`config.mk`:
```
export PLATFORM = sky130hd
export DESIGN_NAME = projectile_slot_table
export DESIGN_NICKNAME = d
export VERILOG_FILES = /design/src/rtl/pts_pkg.sv /design/src/rtl/pts_ctrl.sv /design/src/rtl/pts_dpath.sv /design/src/rtl/projectile_slot_table.sv
export SDC_FILE = /design/constraint.sdc
export NUM_CORES = 1
export LEC_CHECK = 0
export BUFFER_PORTS_ARGS = -buffer_cell sky130_fd_sc_hd__buf_4
export CAP_MARGIN = 20
export CORE_ASPECT_RATIO = 1.1
export CORE_UTILIZATION = 31
export DETAILED_ROUTE_END_ITERATION = 12
export SYNTH_ARGS = -nofsm -noshare
export SYNTH_HDL_FRONTEND = slang
export SYNTH_SLANG_ARGS = --single-unit
```
`constraint.sdc`:
```
create_clock -name clk -period 6.18 [get_ports clk]
set_input_delay 0.618 -clock clk [delete_from_list [all_inputs] [get_ports clk]]
set_output_delay 0.618 -clock clk [all_outputs]
set_load 0.005 [all_outputs]
```
`src/rtl/pts_pkg.sv`:
```
// ============================================================================
// pts_pkg - projectile slot table shared definitions
// Command and result codes, controller states, and the controller/datapath
// command and status bundles.
// ============================================================================
`default_nettype none

package pts_pkg;

  // Input commands
  localparam logic [1:0] CMD_ADD    = 2'd0;
  localparam logic [1:0] CMD_TICK   = 2'd1;
  localparam logic [1:0] CMD_REMOVE = 2'd2;
  localparam logic [1:0] CMD_UNUSED = 2'd3;

  // Result kinds
  localparam logic [2:0] K_ADDED   = 3'd0;
  localparam logic [2:0] K_FULL    = 3'd1;
  localparam logic [2:0] K_MOVED   = 3'd2;
  localparam logic [2:0] K_OFF     = 3'd3;
  localparam logic [2:0] K_REMOVED = 3'd4;
  localparam logic [2:0] K_EMPTY   = 3'd5;

  // Configuration register indexes
  localparam logic [1:0] CFG_X_MIN = 2'd0;
  localparam logic [1:0] CFG_Y_MIN = 2'd1;
  localparam logic [1:0] CFG_X_MAX = 2'd2;
  localparam logic [1:0] CFG_Y_MAX = 2'd3;

  localparam int SLOT_W = 6;

  typedef enum logic [2:0] {
    S_IDLE,
    S_ADD,
    S_RD,
    S_EVAL,
    S_END
  } state_t;

  // Source of the value loaded into the output register
  typedef enum logic [2:0] {
    RES_ADDED,
    RES_FULL,
    RES_RM_HIT,
    RES_RM_MISS,
    RES_PEND,
    RES_EMPTY
  } res_sel_t;

  typedef struct packed {
    logic     cap;
    logic     idx_clr;
    logic     idx_inc;
    logic     add_wr;
    logic     rm_clr;
    logic     tick_wr;
    logic     out_load;
    res_sel_t out_sel;
    logic     out_last;
    logic     pend_clr;
  } ctl_t;

  typedef struct packed {
    logic [1:0] op;
    logic       valid_cur;
    logic       idx_last;
    logic       match;
    logic       pend_valid;
    logic       out_free;
  } stat_t;

  typedef struct packed {
    logic [7:0] sprite;
    logic [7:0] pos_x;
    logic [7:0] pos_y;
    logic [7:0] vel_x;
    logic [7:0] vel_y;
  } entry_t;

endpackage

`default_nettype wire

```
`src/rtl/pts_ctrl.sv`:
```
// ============================================================================
// pts_ctrl - projectile slot table controller
// Walks the slot index for add, remove and tick, and sequences the results.
// ============================================================================
`default_nettype none

module pts_ctrl
  import pts_pkg::*;
(
  input  logic       clk,
  input  logic       rst,
  input  logic       in_valid,
  input  logic [1:0] cmd,
  output logic       in_ready,
  input  stat_t      st,
  output ctl_t       ctl
);

  state_t state, state_next;

  always_ff @(posedge clk) begin
    if (rst) begin
      state <= S_IDLE;
    end else begin
      state <= state_next;
    end
  end

  always_comb begin
    state_next = state;
    ctl        = '0;
    ctl.out_sel = RES_ADDED;
    in_ready   = 1'b0;
    case (state)
      S_IDLE: begin
        in_ready = 1'b1;
        if (in_valid) begin
          ctl.cap      = 1'b1;
          ctl.idx_clr  = 1'b1;
          ctl.pend_clr = 1'b1;
          case (cmd)
            CMD_ADD:    state_next = S_ADD;
            CMD_TICK:   state_next = S_RD;
            CMD_REMOVE: state_next = S_RD;
            default:    state_next = S_IDLE;
          endcase
        end
      end
      S_ADD: begin
        if (!st.valid_cur) begin
          if (st.out_free) begin
            ctl.add_wr   = 1'b1;
            ctl.out_load = 1'b1;
            ctl.out_sel  = RES_ADDED;
            ctl.out_last = 1'b1;
            state_next   = S_IDLE;
          end
        end else if (st.idx_last) begin
          if (st.out_free) begin
            ctl.out_load = 1'b1;
            ctl.out_sel  = RES_FULL;
            ctl.out_last = 1'b1;
            state_next   = S_IDLE;
          end
        end else begin
          ctl.idx_inc = 1'b1;
        end
      end
      // skip free slots; a busy slot is read and evaluated next cycle
      S_RD: begin
        if (st.valid_cur) begin
          state_next = S_EVAL;
        end else if (st.idx_last) begin
          state_next = S_END;
        end else begin
          ctl.idx_inc = 1'b1;
        end
      end
      S_EVAL: begin
        if (st.op == CMD_REMOVE) begin
          if (st.match) begin
            if (st.out_free) begin
              ctl.rm_clr   = 1'b1;
              ctl.out_load = 1'b1;
              ctl.out_sel  = RES_RM_HIT;
              ctl.out_last = 1'b1;
              state_next   = S_IDLE;
            end
          end else if (st.idx_last) begin
            state_next = S_END;
          end else begin
            ctl.idx_inc = 1'b1;
            state_next  = S_RD;
          end
        end else begin
          // tick: previous result moves out, this one is held back
          if (!st.pend_valid || st.out_free) begin
            ctl.tick_wr = 1'b1;
            if (st.pend_valid) begin
              ctl.out_load = 1'b1;
              ctl.out_sel  = RES_PEND;
            end
            if (st.idx_last) begin
              state_next = S_END;
            end else begin
              ctl.idx_inc = 1'b1;
              state_next  = S_RD;
            end
          end
        end
      end
      S_END: begin
        if (st.out_free) begin
          ctl.out_load = 1'b1;
          ctl.out_last = 1'b1;
          if (st.op == CMD_REMOVE) begin
            ctl.out_sel = RES_RM_MISS;
          end else if (st.pend_valid) begin
            ctl.out_sel = RES_PEND;
          end else begin
            ctl.out_sel = RES_EMPTY;
          end
          state_next = S_IDLE;
        end
      end
      default: begin
        state_next = S_IDLE;
      end
    endcase
  end

endmodule

`default_nettype wire

```
`src/rtl/pts_dpath.sv`:
```
// ============================================================================
// pts_dpath - projectile slot table datapath
// Slot memory, valid bits, bound registers, tick arithmetic, held-back tick
// result and the output register.
// ============================================================================
`default_nettype none

module pts_dpath
  import pts_pkg::*;
#(
  parameter int NUM_SLOTS = 8
) (
  input  logic              clk,
  input  logic              rst,
  input  ctl_t              ctl,
  output stat_t             st,
  input  logic [1:0]        cmd,
  input  logic [7:0]        sprite_num,
  input  logic [7:0]        start_x,
  input  logic [7:0]        start_y,
  input  logic [7:0]        vel_x,
  input  logic [7:0]        vel_y,
  input  logic              cfg_wr,
  input  logic [1:0]        cfg_index,
  input  logic [7:0]        cfg_data,
  output logic              out_valid,
  input  logic              out_ready,
  output logic [2:0]        kind,
  output logic [SLOT_W-1:0] slot,
  output logic [7:0]        sprite_out,
  output logic [7:0]        pos_x_out,
  output logic [7:0]        pos_y_out,
  output logic              last
);

  localparam int IDX_W = (NUM_SLOTS > 1) ? $clog2(NUM_SLOTS) : 1;

  logic [IDX_W-1:0]     idx;
  logic [NUM_SLOTS-1:0] slot_valid;
  logic [1:0]           op;
  entry_t               cap;
  logic [7:0]           x_min, y_min, x_max, y_max;

  entry_t               mem [NUM_SLOTS];
  entry_t               rdata;
  entry_t               wr_data;
  logic                 wr_en;

  logic [7:0]           new_x, new_y;
  logic                 off;
  logic [SLOT_W-1:0]    idx_slot;

  logic                 pend_valid;
  logic [2:0]           pend_kind;
  logic [SLOT_W-1:0]    pend_slot;
  logic [7:0]           pend_sprite, pend_x, pend_y;

  logic [2:0]           res_kind;
  logic [SLOT_W-1:0]    res_slot;
  logic [7:0]           res_sprite, res_x, res_y;

  always_comb begin
    idx_slot = '0;
    idx_slot[IDX_W-1:0] = idx;
  end

  // index walk and command capture
  always_ff @(posedge clk) begin
    if (rst) begin
      idx <= '0;
    end else if (ctl.idx_clr) begin
      idx <= '0;
    end else if (ctl.idx_inc) begin
      idx <= idx + IDX_W'(1);
    end
  end

  always_ff @(posedge clk) begin
    if (ctl.cap) begin
      op         <= cmd;
      cap.sprite <= sprite_num;
      cap.pos_x  <= start_x;
      cap.pos_y  <= start_y;
      cap.vel_x  <= vel_x;
      cap.vel_y  <= vel_y;
    end
  end

  // bound registers
  always_ff @(posedge clk) begin
    if (rst) begin
      x_min <= 8'd0;
      y_min <= 8'd0;
      x_max <= 8'd127;
      y_max <= 8'd127;
    end else if (cfg_wr) begin
      case (cfg_index)
        CFG_X_MIN: x_min <= cfg_data;
        CFG_Y_MIN: y_min <= cfg_data;
        CFG_X_MAX: x_max <= cfg_data;
        CFG_Y_MAX: y_max <= cfg_data;
        default:   x_min <= x_min;
      endcase
    end
  end

  // tick arithmetic on the entry read last cycle
  assign new_x = rdata.pos_x + rdata.vel_x;
  assign new_y = rdata.pos_y + rdata.vel_y;
  assign off   = ($signed(new_x) < $signed(x_min)) || ($signed(new_y) < $signed(y_min)) ||
                 ($signed(new_x) > $signed(x_max)) || ($signed(new_y) > $signed(y_max));

  always_comb begin
    wr_en   = ctl.add_wr || ctl.tick_wr;
    wr_data = cap;
    if (ctl.tick_wr) begin
      wr_data       = rdata;
      wr_data.pos_x = new_x;
      wr_data.pos_y = new_y;
    end
  end

  // slot memory: one write, one registered read at the walk index
  always_ff @(posedge clk) begin
    if (wr_en) begin
      mem[idx] <= wr_data;
    end
    rdata <= mem[idx];
  end

  always_ff @(posedge clk) begin
    if (rst) begin
      slot_valid <= '0;
    end else if (ctl.add_wr) begin
      slot_valid[idx] <= 1'b1;
    end else if (ctl.rm_clr || (ctl.tick_wr && off)) begin
      slot_valid[idx] <= 1'b0;
    end
  end

  // held-back tick result, so the final one can carry last
  always_ff @(posedge clk) begin
    if (rst) begin
      pend_valid <= 1'b0;
    end else if (ctl.pend_clr) begin
      pend_valid <= 1'b0;
    end else if (ctl.tick_wr) begin
      pend_valid <= 1'b1;
    end else if (ctl.out_load && (ctl.out_sel == RES_PEND)) begin
      pend_valid <= 1'b0;
    end
  end

  always_ff @(posedge clk) begin
    if (ctl.tick_wr) begin
      pend_kind   <= off ? K_OFF : K_MOVED;
      pend_slot   <= idx_slot;
      pend_sprite <= rdata.sprite;
      pend_x      <= new_x;
      pend_y      <= new_y;
    end
  end

  always_comb begin
    res_kind   = K_EMPTY;
    res_slot   = '0;
    res_sprite = cap.sprite;
    res_x      = '0;
    res_y      = '0;
    case (ctl.out_sel)
      RES_ADDED: begin
        res_kind = K_ADDED;
        res_slot = idx_slot;
      end
      RES_FULL: begin
        res_kind = K_FULL;
      end
      RES_RM_HIT: begin
        res_kind = K_REMOVED;
        res_slot = idx_slot;
      end
      RES_RM_MISS: begin
        res_kind = K_REMOVED;
      end
      RES_PEND: begin
        res_kind   = pend_kind;
        res_slot   = pend_slot;
        res_sprite = pend_sprite;
        res_x      = pend_x;
        res_y      = pend_y;
      end
      default: begin
        res_kind   = K_EMPTY;
        res_sprite = '0;
      end
    endcase
  end

  // output register
  always_ff @(posedge clk) begin
    if (rst) begin
      out_valid <= 1'b0;
    end else if (ctl.out_load) begin
      out_valid <= 1'b1;
    end else if (out_ready) begin
      out_valid <= 1'b0;
    end
  end

  always_ff @(posedge clk) begin
    if (ctl.out_load) begin
      kind       <= res_kind;
      slot       <= res_slot;
      sprite_out <= res_sprite;
      pos_x_out  <= res_x;
      pos_y_out  <= res_y;
      last       <= ctl.out_last;
    end
  end

  assign st.op         = op;
  assign st.valid_cur  = slot_valid[idx];
  assign st.idx_last   = (idx == IDX_W'(NUM_SLOTS - 1));
  assign st.match      = (rdata.sprite == cap.sprite);
  assign st.pend_valid = pend_valid;
  assign st.out_free   = !out_valid || out_ready;

endmodule

`default_nettype wire

```
`src/rtl/projectile_slot_table.sv`:
```
// ============================================================================
// projectile_slot_table - fixed table of projectile slots
// Add, remove and per-frame tick of projectiles with screen-bound culling.
// ============================================================================
// Usage:
//   Input channel (in_valid/in_ready) carries one command item: add, tick or
//   remove. Unused command 3 is taken and dropped with no result.
//   Output channel (out_valid/out_ready) returns result items; last marks the
//   final result of a command. Add, remove and empty tick give one result,
//   a tick gives one result per busy slot in ascending slot order.
//   Config channel (cfg_valid/cfg_ready, always ready) writes the bounds
//   x_min, y_min, x_max, y_max; write only while the table is idle.
// Timing:
//   Slots are visited by a single index over a slot memory with a
//   registered read port. Add tests each slot's valid bit in turn; remove
//   and tick visit a free slot in S_RD and a busy slot in S_RD then S_EVAL,
//   and a tick or a missed remove finishes in S_END. A new item is taken
//   the cycle after the last result is loaded, while that result may still
//   wait in the output register.
// Reset: all slots free, bounds 0..127. Slot contents are not cleared.
// Stall: a stalled receiver holds the output register; the walk pauses
//   whenever a result is ready but the output register is still full.
// ============================================================================
`default_nettype none

module projectile_slot_table
  import pts_pkg::*;
#(
  parameter int NUM_SLOTS = 8
) (
  input  logic              clk,
  input  logic              rst,
  input  logic              in_valid,
  output logic              in_ready,
  input  logic [1:0]        cmd,
  input  logic [7:0]        sprite_num,
  input  logic [7:0]        start_x,
  input  logic [7:0]        start_y,
  input  logic [7:0]        vel_x,
  input  logic [7:0]        vel_y,
  output logic              out_valid,
  input  logic              out_ready,
  output logic [2:0]        kind,
  output logic [SLOT_W-1:0] slot,
  output logic [7:0]        sprite_out,
  output logic [7:0]        pos_x_out,
  output logic [7:0]        pos_y_out,
  output logic              last,
  input  logic              cfg_valid,
  output logic              cfg_ready,
  input  logic [1:0]        cfg_index,
  input  logic [7:0]        cfg_data
);

  ctl_t  ctl;
  stat_t st;

  // bounds are plain registers, so a write is always accepted
  assign cfg_ready = 1'b1;

  pts_ctrl u_ctrl (
    .clk      (clk),
    .rst      (rst),
    .in_valid (in_valid),
    .cmd      (cmd),
    .in_ready (in_ready),
    .st       (st),
    .ctl      (ctl)
  );

  pts_dpath #(
    .NUM_SLOTS (NUM_SLOTS)
  ) u_dpath (
    .clk        (clk),
    .rst        (rst),
    .ctl        (ctl),
    .st         (st),
    .cmd        (cmd),
    .sprite_num (sprite_num),
    .start_x    (start_x),
    .start_y    (start_y),
    .vel_x      (vel_x),
    .vel_y      (vel_y),
    .cfg_wr     (cfg_valid && cfg_ready),
    .cfg_index  (cfg_index),
    .cfg_data   (cfg_data),
    .out_valid  (out_valid),
    .out_ready  (out_ready),
    .kind       (kind),
    .slot       (slot),
    .sprite_out (sprite_out),
    .pos_x_out  (pos_x_out),
    .pos_y_out  (pos_y_out),
    .last       (last)
  );

  // a real command drops in_ready in the cycle after it is taken
  a_busy_after_cmd: assert property (@(posedge clk) disable iff (rst)
    (in_valid && in_ready && (cmd != CMD_UNUSED)) |=> !in_ready)
    else $error("table took a second item right after a command");

  // add, full and remove each produce a single, final result
  a_single_result: assert property (@(posedge clk) disable iff (rst)
    (out_valid && ((kind == K_ADDED) || (kind == K_FULL) || (kind == K_REMOVED))) |-> last)
    else $error("single-result command without last");

  // empty tick is final and carries no slot, sprite or x position
  a_empty_zero: assert property (@(posedge clk) disable iff (rst)
    (out_valid && (kind == K_EMPTY)) |->
      (last && (slot == '0) && (sprite_out == 8'd0) && (pos_x_out == 8'd0)))
    else $error("empty tick result not clean");

endmodule

`default_nettype wire
```
==> impl_metrics.env, run 1 <==
export IMPL_hold_slack_ns=0.190
export IMPL_finalSetupTns_ns=0
export IMPL_fp_dieH_um=266
export IMPL_dr_wl_met3_um=3420
export IMPL_final_max_slew_viol_count=0
export IMPL_initial_core_util=0.314
export IMPL_seq_area_frac_synth=0.735
export IMPL_critPathArrivalTime_ns=4.39
export IMPL_drv_cap=0
export IMPL_htreeDepth=2
export IMPL_drc_errors=0
export IMPL_cp_start_kind="flop"
export IMPL_synth_edf_count=421
export IMPL_total_leakage_power_nw=7.94
export IMPL_crit_type="reg -> reg"
export IMPL_fp_dieW_um=242
export IMPL_antenna_cells=0
export IMPL_yosys_area_top_type="edfxtp_1"
export IMPL_clock_fmax_mhz=257
export IMPL_ctsResizeCount=0
export IMPL_grt_pass1_vias=11600
export IMPL_ys_flop_type="edfxtp_1"
export IMPL_port_buffers=89
export IMPL_syn_area_per_cell_um2=14.7
export IMPL_hp_start="start_x[0]"
export IMPL_period_share=0.630
export IMPL_wl_met2_um=22600
export IMPL_worstPathRequired_ns=6.68
export IMPL_synth_seq_cells=509
export IMPL_rows=96
export IMPL_cp_startpoint="u_dpath.rdata[0]"
export IMPL_slowest_delay_ns=0.41
export IMPL_overflow=0
export IMPL_drt_wirelength_per_cell_um=21.0
export IMPL_status="completed"
export IMPL_setup_viol=0
export IMPL_nFillCells=5900
export IMPL_wirelength_met1_um=21500
export IMPL_skew_ns=0.0120
export IMPL_insertion_delay_ns=0.60
export IMPL_fin_nets=1532
export IMPL_r2r_slack_ns=2.29
export IMPL_layout_drive_gt1_share=0.159
export IMPL_cts_root_buf="clkbuf_16"
export IMPL_syn2layout_area_growth_pct=17.5
export IMPL_ir_drop_v=0.000219
export IMPL_clockBufferDepth=3
export IMPL_clock_sinks=509
export IMPL_setup_slack_ns=2.29
export IMPL_place_ws_ns=2.33
export IMPL_slew_headroom=0.304
export IMPL_async_flop_share=0
export IMPL_syn_inst=1330
export IMPL_syn_area_um2=19600
export IMPL_gp_congestion=0.827
export IMPL_die_area_um2=64300
export IMPL_cp_end_kind="flop"
export IMPL_cp_max_fo=8
export IMPL_dr_total_vias=11600
export IMPL_crit_path_top_delay_cell="fa_1"
export IMPL_numCtsBuffers=52
export IMPL_worstMarginPinSlew_ns=1.04
export IMPL_path_cells="ha_1 -> inv_1 -> fa_1 -> nor2b_1 -> o21ai_0 -> a21boi_0 -> o21ai_0 -> nand2_1 -> xor2_1 -> ha_1 -> o31ai_1 -> o221ai_1 -> a221o_1 -> o21a_1 -> a221oi_1"
export IMPL_ff2ff_path_depth=15
export IMPL_yosys_top_cells_area="edfxtp_1, dfxtp_1, a22oi_1"
export IMPL_final_antenna_net_count=0
export IMPL_antenna_found_initial=1
export IMPL_ctsHoldBuffers=0
export IMPL_min_period_ns=3.89
export IMPL_post_cts_buffers=0
export IMPL_hpwl_um=27800
export IMPL_power_density_nw_per_um2=486
export IMPL_ios=94
export IMPL_rsz0062_at_grt="false"
export IMPL_cts_clk_slew_worst_paths_ns=0.06
export IMPL_yosysUniqueCellTypes=67
export IMPL_holdPathStages=1
export IMPL_route_detailed_vias_per_inst=5.04
export IMPL_min_to="u_dpath.cap[24]"
export IMPL_first_iter_violations=1060
export IMPL_hold_viol_final=0
export IMPL_r2r_start="u_dpath.rdata[0]"
export IMPL_yosysTopAreaCellShare=0.645
export IMPL_core_area_um2=62500
export IMPL_grt_use_total=0.148
export IMPL_top_layer="met4"
export IMPL_grt_pass1_wl_um=72700
export IMPL_yosysWarnings=0
export IMPL_totalWireLength_um=48300
export IMPL_first_pass_iters=5
export IMPL_min_path_type="in -> reg"
export IMPL_grt_max_degree=68
export IMPL_cts_tree="done"
==> metal layers <==
layer | GRT usage | vias to the layer above
li1 | - | 5297
met1 | 0.201 | 5818
met2 | 0.241 | 415
met3 | 0.0324 | 71
met4 | 0.0371 | 0
met5 | 0 | -
==> per-stage QoR <==
| step | area, um2 | power [mW] | cells | util |
|---|---|---|---|---|
| 2_1_floorplan | 19600 | 6.81 | 1332 | - |
| 3_3_place_gp | 21300 | 7.98 | 2205 | 0.341 |
| 3_5_place_dp | 21300 | 8.07 | 2205 | 0.341 |
| 4_1_cts | 23000 | 11.3 | 2302 | 0.369 |
| 5_1_grt | 23000 | 11.8 | 2302 | 0.369 |
| 6_report | 23000 | 11.2 | 2302 | 0.369 |
==> registers in the layout, indices dropped and copies added (netlist names), 2 cells and up, named ones only <==
name and cells:
u_ctrl.state 3, u_dpath.cap 40, u_dpath.idx 3, u_dpath.kind 3, u_dpath.mem 320, u_dpath.op 2
u_dpath.pend_slot 3, u_dpath.pend_sprite 8, u_dpath.pend_x 8, u_dpath.pend_y 8, u_dpath.pos_x_out 8, u_dpath.pos_y_out 8
u_dpath.rdata 40, u_dpath.slot 3, u_dpath.sprite_out 8, u_dpath.x_max 8, u_dpath.x_min 8, u_dpath.y_max 8
u_dpath.y_min 8
==> layout by cell type (no fill, tap or decap), types with 12 or more instances in the layout <==
cell type,n
a22oi_1,162
and2_1,17
clkbuf_1,15
nand3_1,15
edfxtp_1,421
mux2_2,12
a21oi_1,18
xnor2_1,15
mux2i_1,15
clkbuf_16,52
nand2_1,139
buf_4,108
inv_1,49
nand4_1,46
o21ai_0,24
dfxtp_1,88
ha_1,47
nor2_1,48
o211ai_1,15
==> kinds of logic (layout without fill, tap and decap cells) <==
kind of cell / count (synthesis) / in the layout / share of synthesized area
AO/OA/AOI/OAI: 275 / 275 / 0.103
XOR/XNOR: 21 / 21 / 0.00938
adder cells (fa/ha/maj): 49 / 49 / 0.0320
buffers and inverters: 118 / 255 / 0.0248
flip-flops: 509 / 509 / 0.735
multiplexers: 28 / 28 / 0.0157
other: 2 / 4 / 0.000383
AND/OR/NAND/NOR: 328 / 328 / 0.0803
==> area by class of cell <==
class	instances	area, um2	share of cell area
Clock buffer	74	1450	0.0631
Clock inverter	23	312	0.0135
Inverter	50	188	0.00814
Multi-Input combinational cell	705	4830	0.210
Sequential cell	509	14400	0.625
Tap cell	833	1040	0.0452
Timing Repair Buffer	108	811	0.0352
==> worst max path at each step <==
stage / to / slack, ns / cells past startpoint
finish: flop / 2.29 / 15
global placement: flop / 2.51 / 15
CTS: flop / 2.29 / 15
global route: flop / 1.97 / 15
detailed placement: flop / 2.33 / 15
floorplan: u_dpath.mem[3][0] / 1.58 / 7
==> critical path: cells and delay by family, from the launching register on <==
| kind | cells | cell delay, ns |
|---|---|---|
| fa+ha+maj | 3 | 0.92 |
| flops | 1 | 0.33 |
| simple gates | 2 | 0.23 |
| buf+inv | 1 | 0.06 |
| compound gates | 8 | 1.92 |
| xor+xnor | 1 | 0.34 |
==> power breakdown <==
part / switching [mW] / internal [mW]
sequential: 0.255 / 4.54
combinational: 2.05 / 1.16
clock: 1.30 / 1.90
total: 3.60 / 7.59
==> cell usage after synthesis (6+ instances only) <==
library cell / n
xor2_1: 6
ha_1: 47
mux2_2: 12
xnor2_1: 15
nor2_1: 53
o211ai_1: 15
o21ai_0: 25
a221oi_1: 9
a21o_1: 6
dfxtp_1: 88
and2_1: 18
nand4_1: 46
nand3_1: 16
a21oi_1: 18
nand2_1: 139
nor3_1: 11
nand2b_1: 8
a22oi_1: 162
clkbuf_1: 56
mux2i_1: 15
edfxtp_1: 421
inv_1: 50
nor2b_1: 8
Power figures use the tool's default switching activity.
==> inputs of run 2 (changes only) <==
- clock period: 6.18 -> 4.1 ns (I/O delays scaled with it)
==> impl_metrics.env, run 2 (synthesis gave the netlist of run 1 again) <==
export IMPL_slowest_delay_ns=0.41
export IMPL_fin_nets=1586
export IMPL_place_inst=2218
export IMPL_drv_cap=0
export IMPL_overflow=0
export IMPL_multiInputGateArea_um2=4840
export IMPL_grt_max_degree=68
export IMPL_cts_clk_slew_worst_paths_ns=0.06
export IMPL_grt_pass1_vias=11900
export IMPL_final_common_cell="edfxtp_1"
export IMPL_ir_drop_v=0.000385
export IMPL_numCtsBuffers=51
export IMPL_die_area_um2=64300
export IMPL_largest_reg_flops=320
export IMPL_top_regs="u_dpath.mem (320), u_dpath.cap (40), u_dpath.rdata (40)"
export IMPL_rows=96
export IMPL_core_area_um2=62500
export IMPL_crit_type="reg -> reg"
export IMPL_grt_pass1_wl_um=74000
export IMPL_route_detailed_vias_per_inst=5.00
export IMPL_cp_end_kind="flop"
export IMPL_cts_root_buf="clkbuf_16"
export IMPL_cp_start_kind="flop"
export IMPL_fp_dieW_um=242
export IMPL_dr_total_vias=11800
export IMPL_period_share=0.940
export IMPL_setup_viol=0
export IMPL_fp_dieH_um=266
export IMPL_path_delay_family="compound AO/OA/AOI/OAI gates"
export IMPL_path_buf_inv=1
export IMPL_placed_area_um2=21400
export IMPL_htreeDepth=2
export IMPL_antenna_cells=0
export IMPL_first_iter_violations=1000
export IMPL_gp_congestion=0.806
export IMPL_nFillCells=5890
export IMPL_antenna_found_initial=0
export IMPL_cts_tree="done"
export IMPL_min_period_ns=3.85
export IMPL_clockBufferDepth=3
export IMPL_worstMarginPinSlew_ns=1.02
export IMPL_cp_max_fo=8
export IMPL_power_density_nw_per_um2=720
export IMPL_port_buffers=89
export IMPL_layout_drive_gt1_share=0.160
export IMPL_grt_use_total=0.151
export IMPL_ios=94
export IMPL_finalSetupTns_ns=0
export IMPL_totalWireLength_um=48700
export IMPL_crit_path_top_delay_cell="fa_1"
export IMPL_slew_headroom=0.322
export IMPL_utilization=0.377
export IMPL_rsz0062_at_grt="false"
export IMPL_hpwl_um=28700
export IMPL_path_cells="ha_1 -> inv_1 -> fa_1 -> nor2b_1 -> o21ai_0 -> a21boi_0 -> o21ai_0 -> nand2_1 -> xor2_1 -> ha_1 -> o31ai_1 -> o221ai_1 -> a221o_1 -> o21a_1 -> a221oi_1"
export IMPL_critPathArrivalTime_ns=4.37
export IMPL_hold_viol_final=0
export IMPL_final_max_slew_viol_count=0
export IMPL_final_antenna_net_count=0
export IMPL_skew_ns=0.0422
export IMPL_clock_sinks=509
export IMPL_final_cell_mix="edfxtp_1, a22oi_1, nand2_1, buf_4, dfxtp_1"
export IMPL_layoutNonFillerInstCount=2356
export IMPL_drc_errors=0
export IMPL_top_register="u_dpath.mem"
export IMPL_status="completed"
export IMPL_total_leakage_power_nw=8.15
export IMPL_clock_fmax_mhz=260
export IMPL_syn2layout_area_growth_pct=20.0
export IMPL_p_total_mw=16.9
export IMPL_worstPathRequired_ns=4.61
export IMPL_insertion_delay_ns=0.62
export IMPL_drt_wirelength_per_cell_um=20.7
export IMPL_first_pass_iters=5
export IMPL_min_path_type="in -> reg"
export IMPL_fin_area_um2=23500
export IMPL_seqCellArea_um2=14400
export IMPL_initial_core_util=0.314
## run 2: where the power goes
group	internal, mW	switching [mW]
combinational	1.93	3.06
clock	2.73	2.02
sequential	6.83	0.377
## run 2: final timing paths
path / start / slack (ns) / cells past startpoint / endpoint
worst max-delay path: u_dpath.rdata[0] / 0.25 / 15 / flop
worst min register to register: u_dpath.mem[3][14] / 0.44 / 2 / u_dpath.rdata[14]
worst max register to register: u_dpath.rdata[0] / 0.25 / 15 / flop
worst min-delay path: vel_y[5] / 0.03 / 1 / u_dpath.cap[5]
## run 2: repair_timing
item | in CTS | in global routing
hold buffers | 41 | 0
gates resized for setup | 0 | 0
buffers inserted | 0 | 0
hold endpoints to repair | 41 | 0
## run 2: routing by layer
metal | vias to the layer above | global-route usage | part of all wire
met5 | - | 0 | 0
met4 | 0 | 0.0496 | 0.023
met3 | 74 | 0.0246 | 0.054
met2 | 338 | 0.249 | 0.48
met1 | 5938 | 0.202 | 0.45
li1 | 5426 | - | -
## run 2: per-stage QoR
stage / setup WS (ns) / hold slack, ns
2_1_floorplan: 0.459 / 0.436
3_3_place_gp: 0.422 / 0.453
3_5_place_dp: 0.291 / 0.455
4_1_cts: 0.266 / 0.000768
5_1_grt: 0.0538 / 0.00181
6_report: 0.247 / 0.0260
## run 2: final cells by class
type,count,area share
Clock inverter,22,0.0115
Sequential cell,509,0.612
Timing Repair Buffer,163,0.0572
Multi-Input combinational cell,705,0.206
Clock buffer,74,0.0614
Inverter,50,0.00797
Tap cell,833,0.0443
==> inputs of run 3 (changes only) <==
- PLACE_DENSITY: unset -> 0.46
==> impl_metrics.env, run 3 (synthesis gave the netlist of run 1 again) <==
export IMPL_cts_root_buf="clkbuf_16"
export IMPL_htreeDepth=2
export IMPL_final_max_slew_viol_count=0
export IMPL_grt_pass1_wl_um=76900
export IMPL_place_ws_ns=0.178
export IMPL_min_period_ns=3.80
export IMPL_die_area_um2=64300
export IMPL_setup_slack_ns=0.297
export IMPL_insertion_delay_ns=0.60
export IMPL_critical_path_depth=15
export IMPL_route_detailed_vias_per_inst=4.89
export IMPL_cp_start_kind="flop"
export IMPL_slowest_delay_ns=0.40
export IMPL_hp_start="cfg_data[0]"
export IMPL_fp_dieH_um=266
export IMPL_ff2ff_path_depth=15
export IMPL_nFillCells=5962
export IMPL_clockBufferDepth=3
export IMPL_status="completed"
export IMPL_cp_max_fo=8
export IMPL_power_density_nw_per_um2=722
export IMPL_crit_type="reg -> reg"
export IMPL_r2r_slack_ns=0.30
export IMPL_antenna_found_initial=1
export IMPL_syn2layout_area_growth_pct=20.9
export IMPL_worstPathRequired_ns=4.59
export IMPL_finalSetupTns_ns=0
export IMPL_totalWireLength_um=51400
export IMPL_ios=94
export IMPL_port_buffers=89
export IMPL_critPathArrivalTime_ns=4.29
export IMPL_final_common_cell="edfxtp_1"
export IMPL_cts_clk_slew_worst_paths_ns=0.06
export IMPL_cp_end_kind="flop"
export IMPL_crit_path_top_delay_cell="fa_1"
export IMPL_initial_core_util=0.314
export IMPL_numCtsBuffers=54
export IMPL_drc_errors=0
export IMPL_layout_drive_gt1_share=0.159
export IMPL_hold_viol_final=0
export IMPL_cts_tree="done"
export IMPL_gp_congestion=0.783
export IMPL_first_pass_iters=5
export IMPL_overflow=0
export IMPL_rows=96
export IMPL_final_cell_mix="edfxtp_1, a22oi_1, nand2_1, buf_4, dfxtp_1"
export IMPL_setup_viol=0
export IMPL_top_regs="u_dpath.mem (320), u_dpath.cap (40), u_dpath.rdata (40)"
export IMPL_dr_wl_met3_um=1970
export IMPL_first_iter_violations=913
export IMPL_fin_nets=1592
export IMPL_top_layer="met4"
export IMPL_skew_ns=0.0174
export IMPL_cp_startpoint="u_dpath.rdata[0]"
export IMPL_core_area_um2=62500
export IMPL_wirelength_met1_um=24100
export IMPL_grt_max_degree=68
export IMPL_top_register="u_dpath.mem"
export IMPL_drt_wirelength_per_cell_um=21.7
export IMPL_min_path_type="in -> reg"
export IMPL_grt_use_total=0.160
export IMPL_clock_fmax_mhz=263
export IMPL_antenna_cells=0
export IMPL_grt_pass1_vias=11800
export IMPL_clock_sinks=509
export IMPL_slew_headroom=0.404
export IMPL_r2r_start="u_dpath.rdata[0]"
export IMPL_final_antenna_net_count=0
export IMPL_path_delay_family="compound AO/OA/AOI/OAI gates"
export IMPL_rsz0062_at_grt="false"
export IMPL_drv_cap=0
export IMPL_fp_dieW_um=242
export IMPL_ir_drop_v=0.000309
export IMPL_total_leakage_power_nw=8.20
export IMPL_path_buf_inv=1
export IMPL_dr_total_vias=11600
export IMPL_period_share=0.928
export IMPL_worstMarginPinSlew_ns=0.893
export IMPL_wl_met2_um=24500
export IMPL_post_cts_buffers=0
export IMPL_path_cells="ha_1 -> inv_1 -> fa_1 -> nor2b_1 -> o21ai_0 -> a21boi_0 -> o21ai_0 -> nand2_1 -> xor2_2 -> ha_1 -> o31ai_1 -> o221ai_1 -> a221o_1 -> o21a_2 -> a221oi_1"
export IMPL_largest_reg_flops=320
export IMPL_hold_slack_ns=0.0867
export IMPL_hpwl_um=29500
run 3: changes by cell type in the layout (fill, tap and decap cells not counted), sizes merged:
| cell | before | now |
|---|---|---|
| clkbuf | 74 | 87 |
| clkinv | 11 | 6 |
| buf | 122 | 124 |
| clkinvlp | 4 | 2 |
| dlygate4sd3 | 41 | 42 |
| inv | 53 | 52 |
run 3: where the power goes:
part	leakage [nW]	total [mW]	switching [mW]	internal [mW]
Sequential	4.56	7.20	0.371	6.83
Combinational	2.81	5.09	3.13	1.96
Clock	0.829	4.81	1.99	2.82
run 3: layout make-up:
cell class / instances / area (um2) / share of cell area
well taps: 833 / 1040 / 0.0440
multi-input cells: 705 / 4850 / 0.205
inverters: 50 / 188 / 0.00792
flip-flops and latches: 509 / 14400 / 0.608
repair buffers: 166 / 1480 / 0.0626
clock inverters: 14 / 189 / 0.00797
clock buffers: 87 / 1550 / 0.0652
run 3: repair_timing:
action,in CTS,in global routing
gates resized for setup,0,2
hold endpoints to repair,42,0
setup endpoints to repair,0,8
hold buffers,42,0
run 3: how the worst min path moves through the flow:
stage,end,slack [ns],cells after the start
after global placement,u_dpath.x_max[7],0.45,2
after floorplan,u_dpath.x_max[7],0.44,2
after global routing,u_dpath.y_max[0],0.07,3
after CTS,u_dpath.x_min[7],0.05,3
final,u_dpath.y_max[0],0.09,3
after detailed placement,u_dpath.x_max[7],0.45,2
run 3: worst register-to-register path, delay by kind of cell, from the launching register on:
| kind | cells | cell delay, ns |
|---|---|---|
| compound gates | 8 | 1.87 |
| fa+ha+maj | 3 | 0.90 |
| flops | 1 | 0.33 |
| xor+xnor | 1 | 0.28 |
| simple gates | 2 | 0.26 |
| buf+inv | 1 | 0.06 |
run 3: stage by stage:
stage | cell area [um2] | power (mW) | instances | utilization
final | 23700 | 17.1 | 2364 | 0.379
after global routing | 23700 | 18.1 | 2364 | 0.379
after CTS | 23700 | 17.3 | 2363 | 0.379
after detailed placement | 21500 | 12.4 | 2220 | 0.344
after global placement | 21500 | 12.3 | 2220 | 0.344
after floorplan | 19600 | 10.3 | 1332 | -
run 3: layer usage:
layer	global-route usage	vias to the layer above
met4	0.0371	0
met1	0.220	5824
met2	0.265	236
met5	0	-
met3	0.0247	59
li1	-	5436
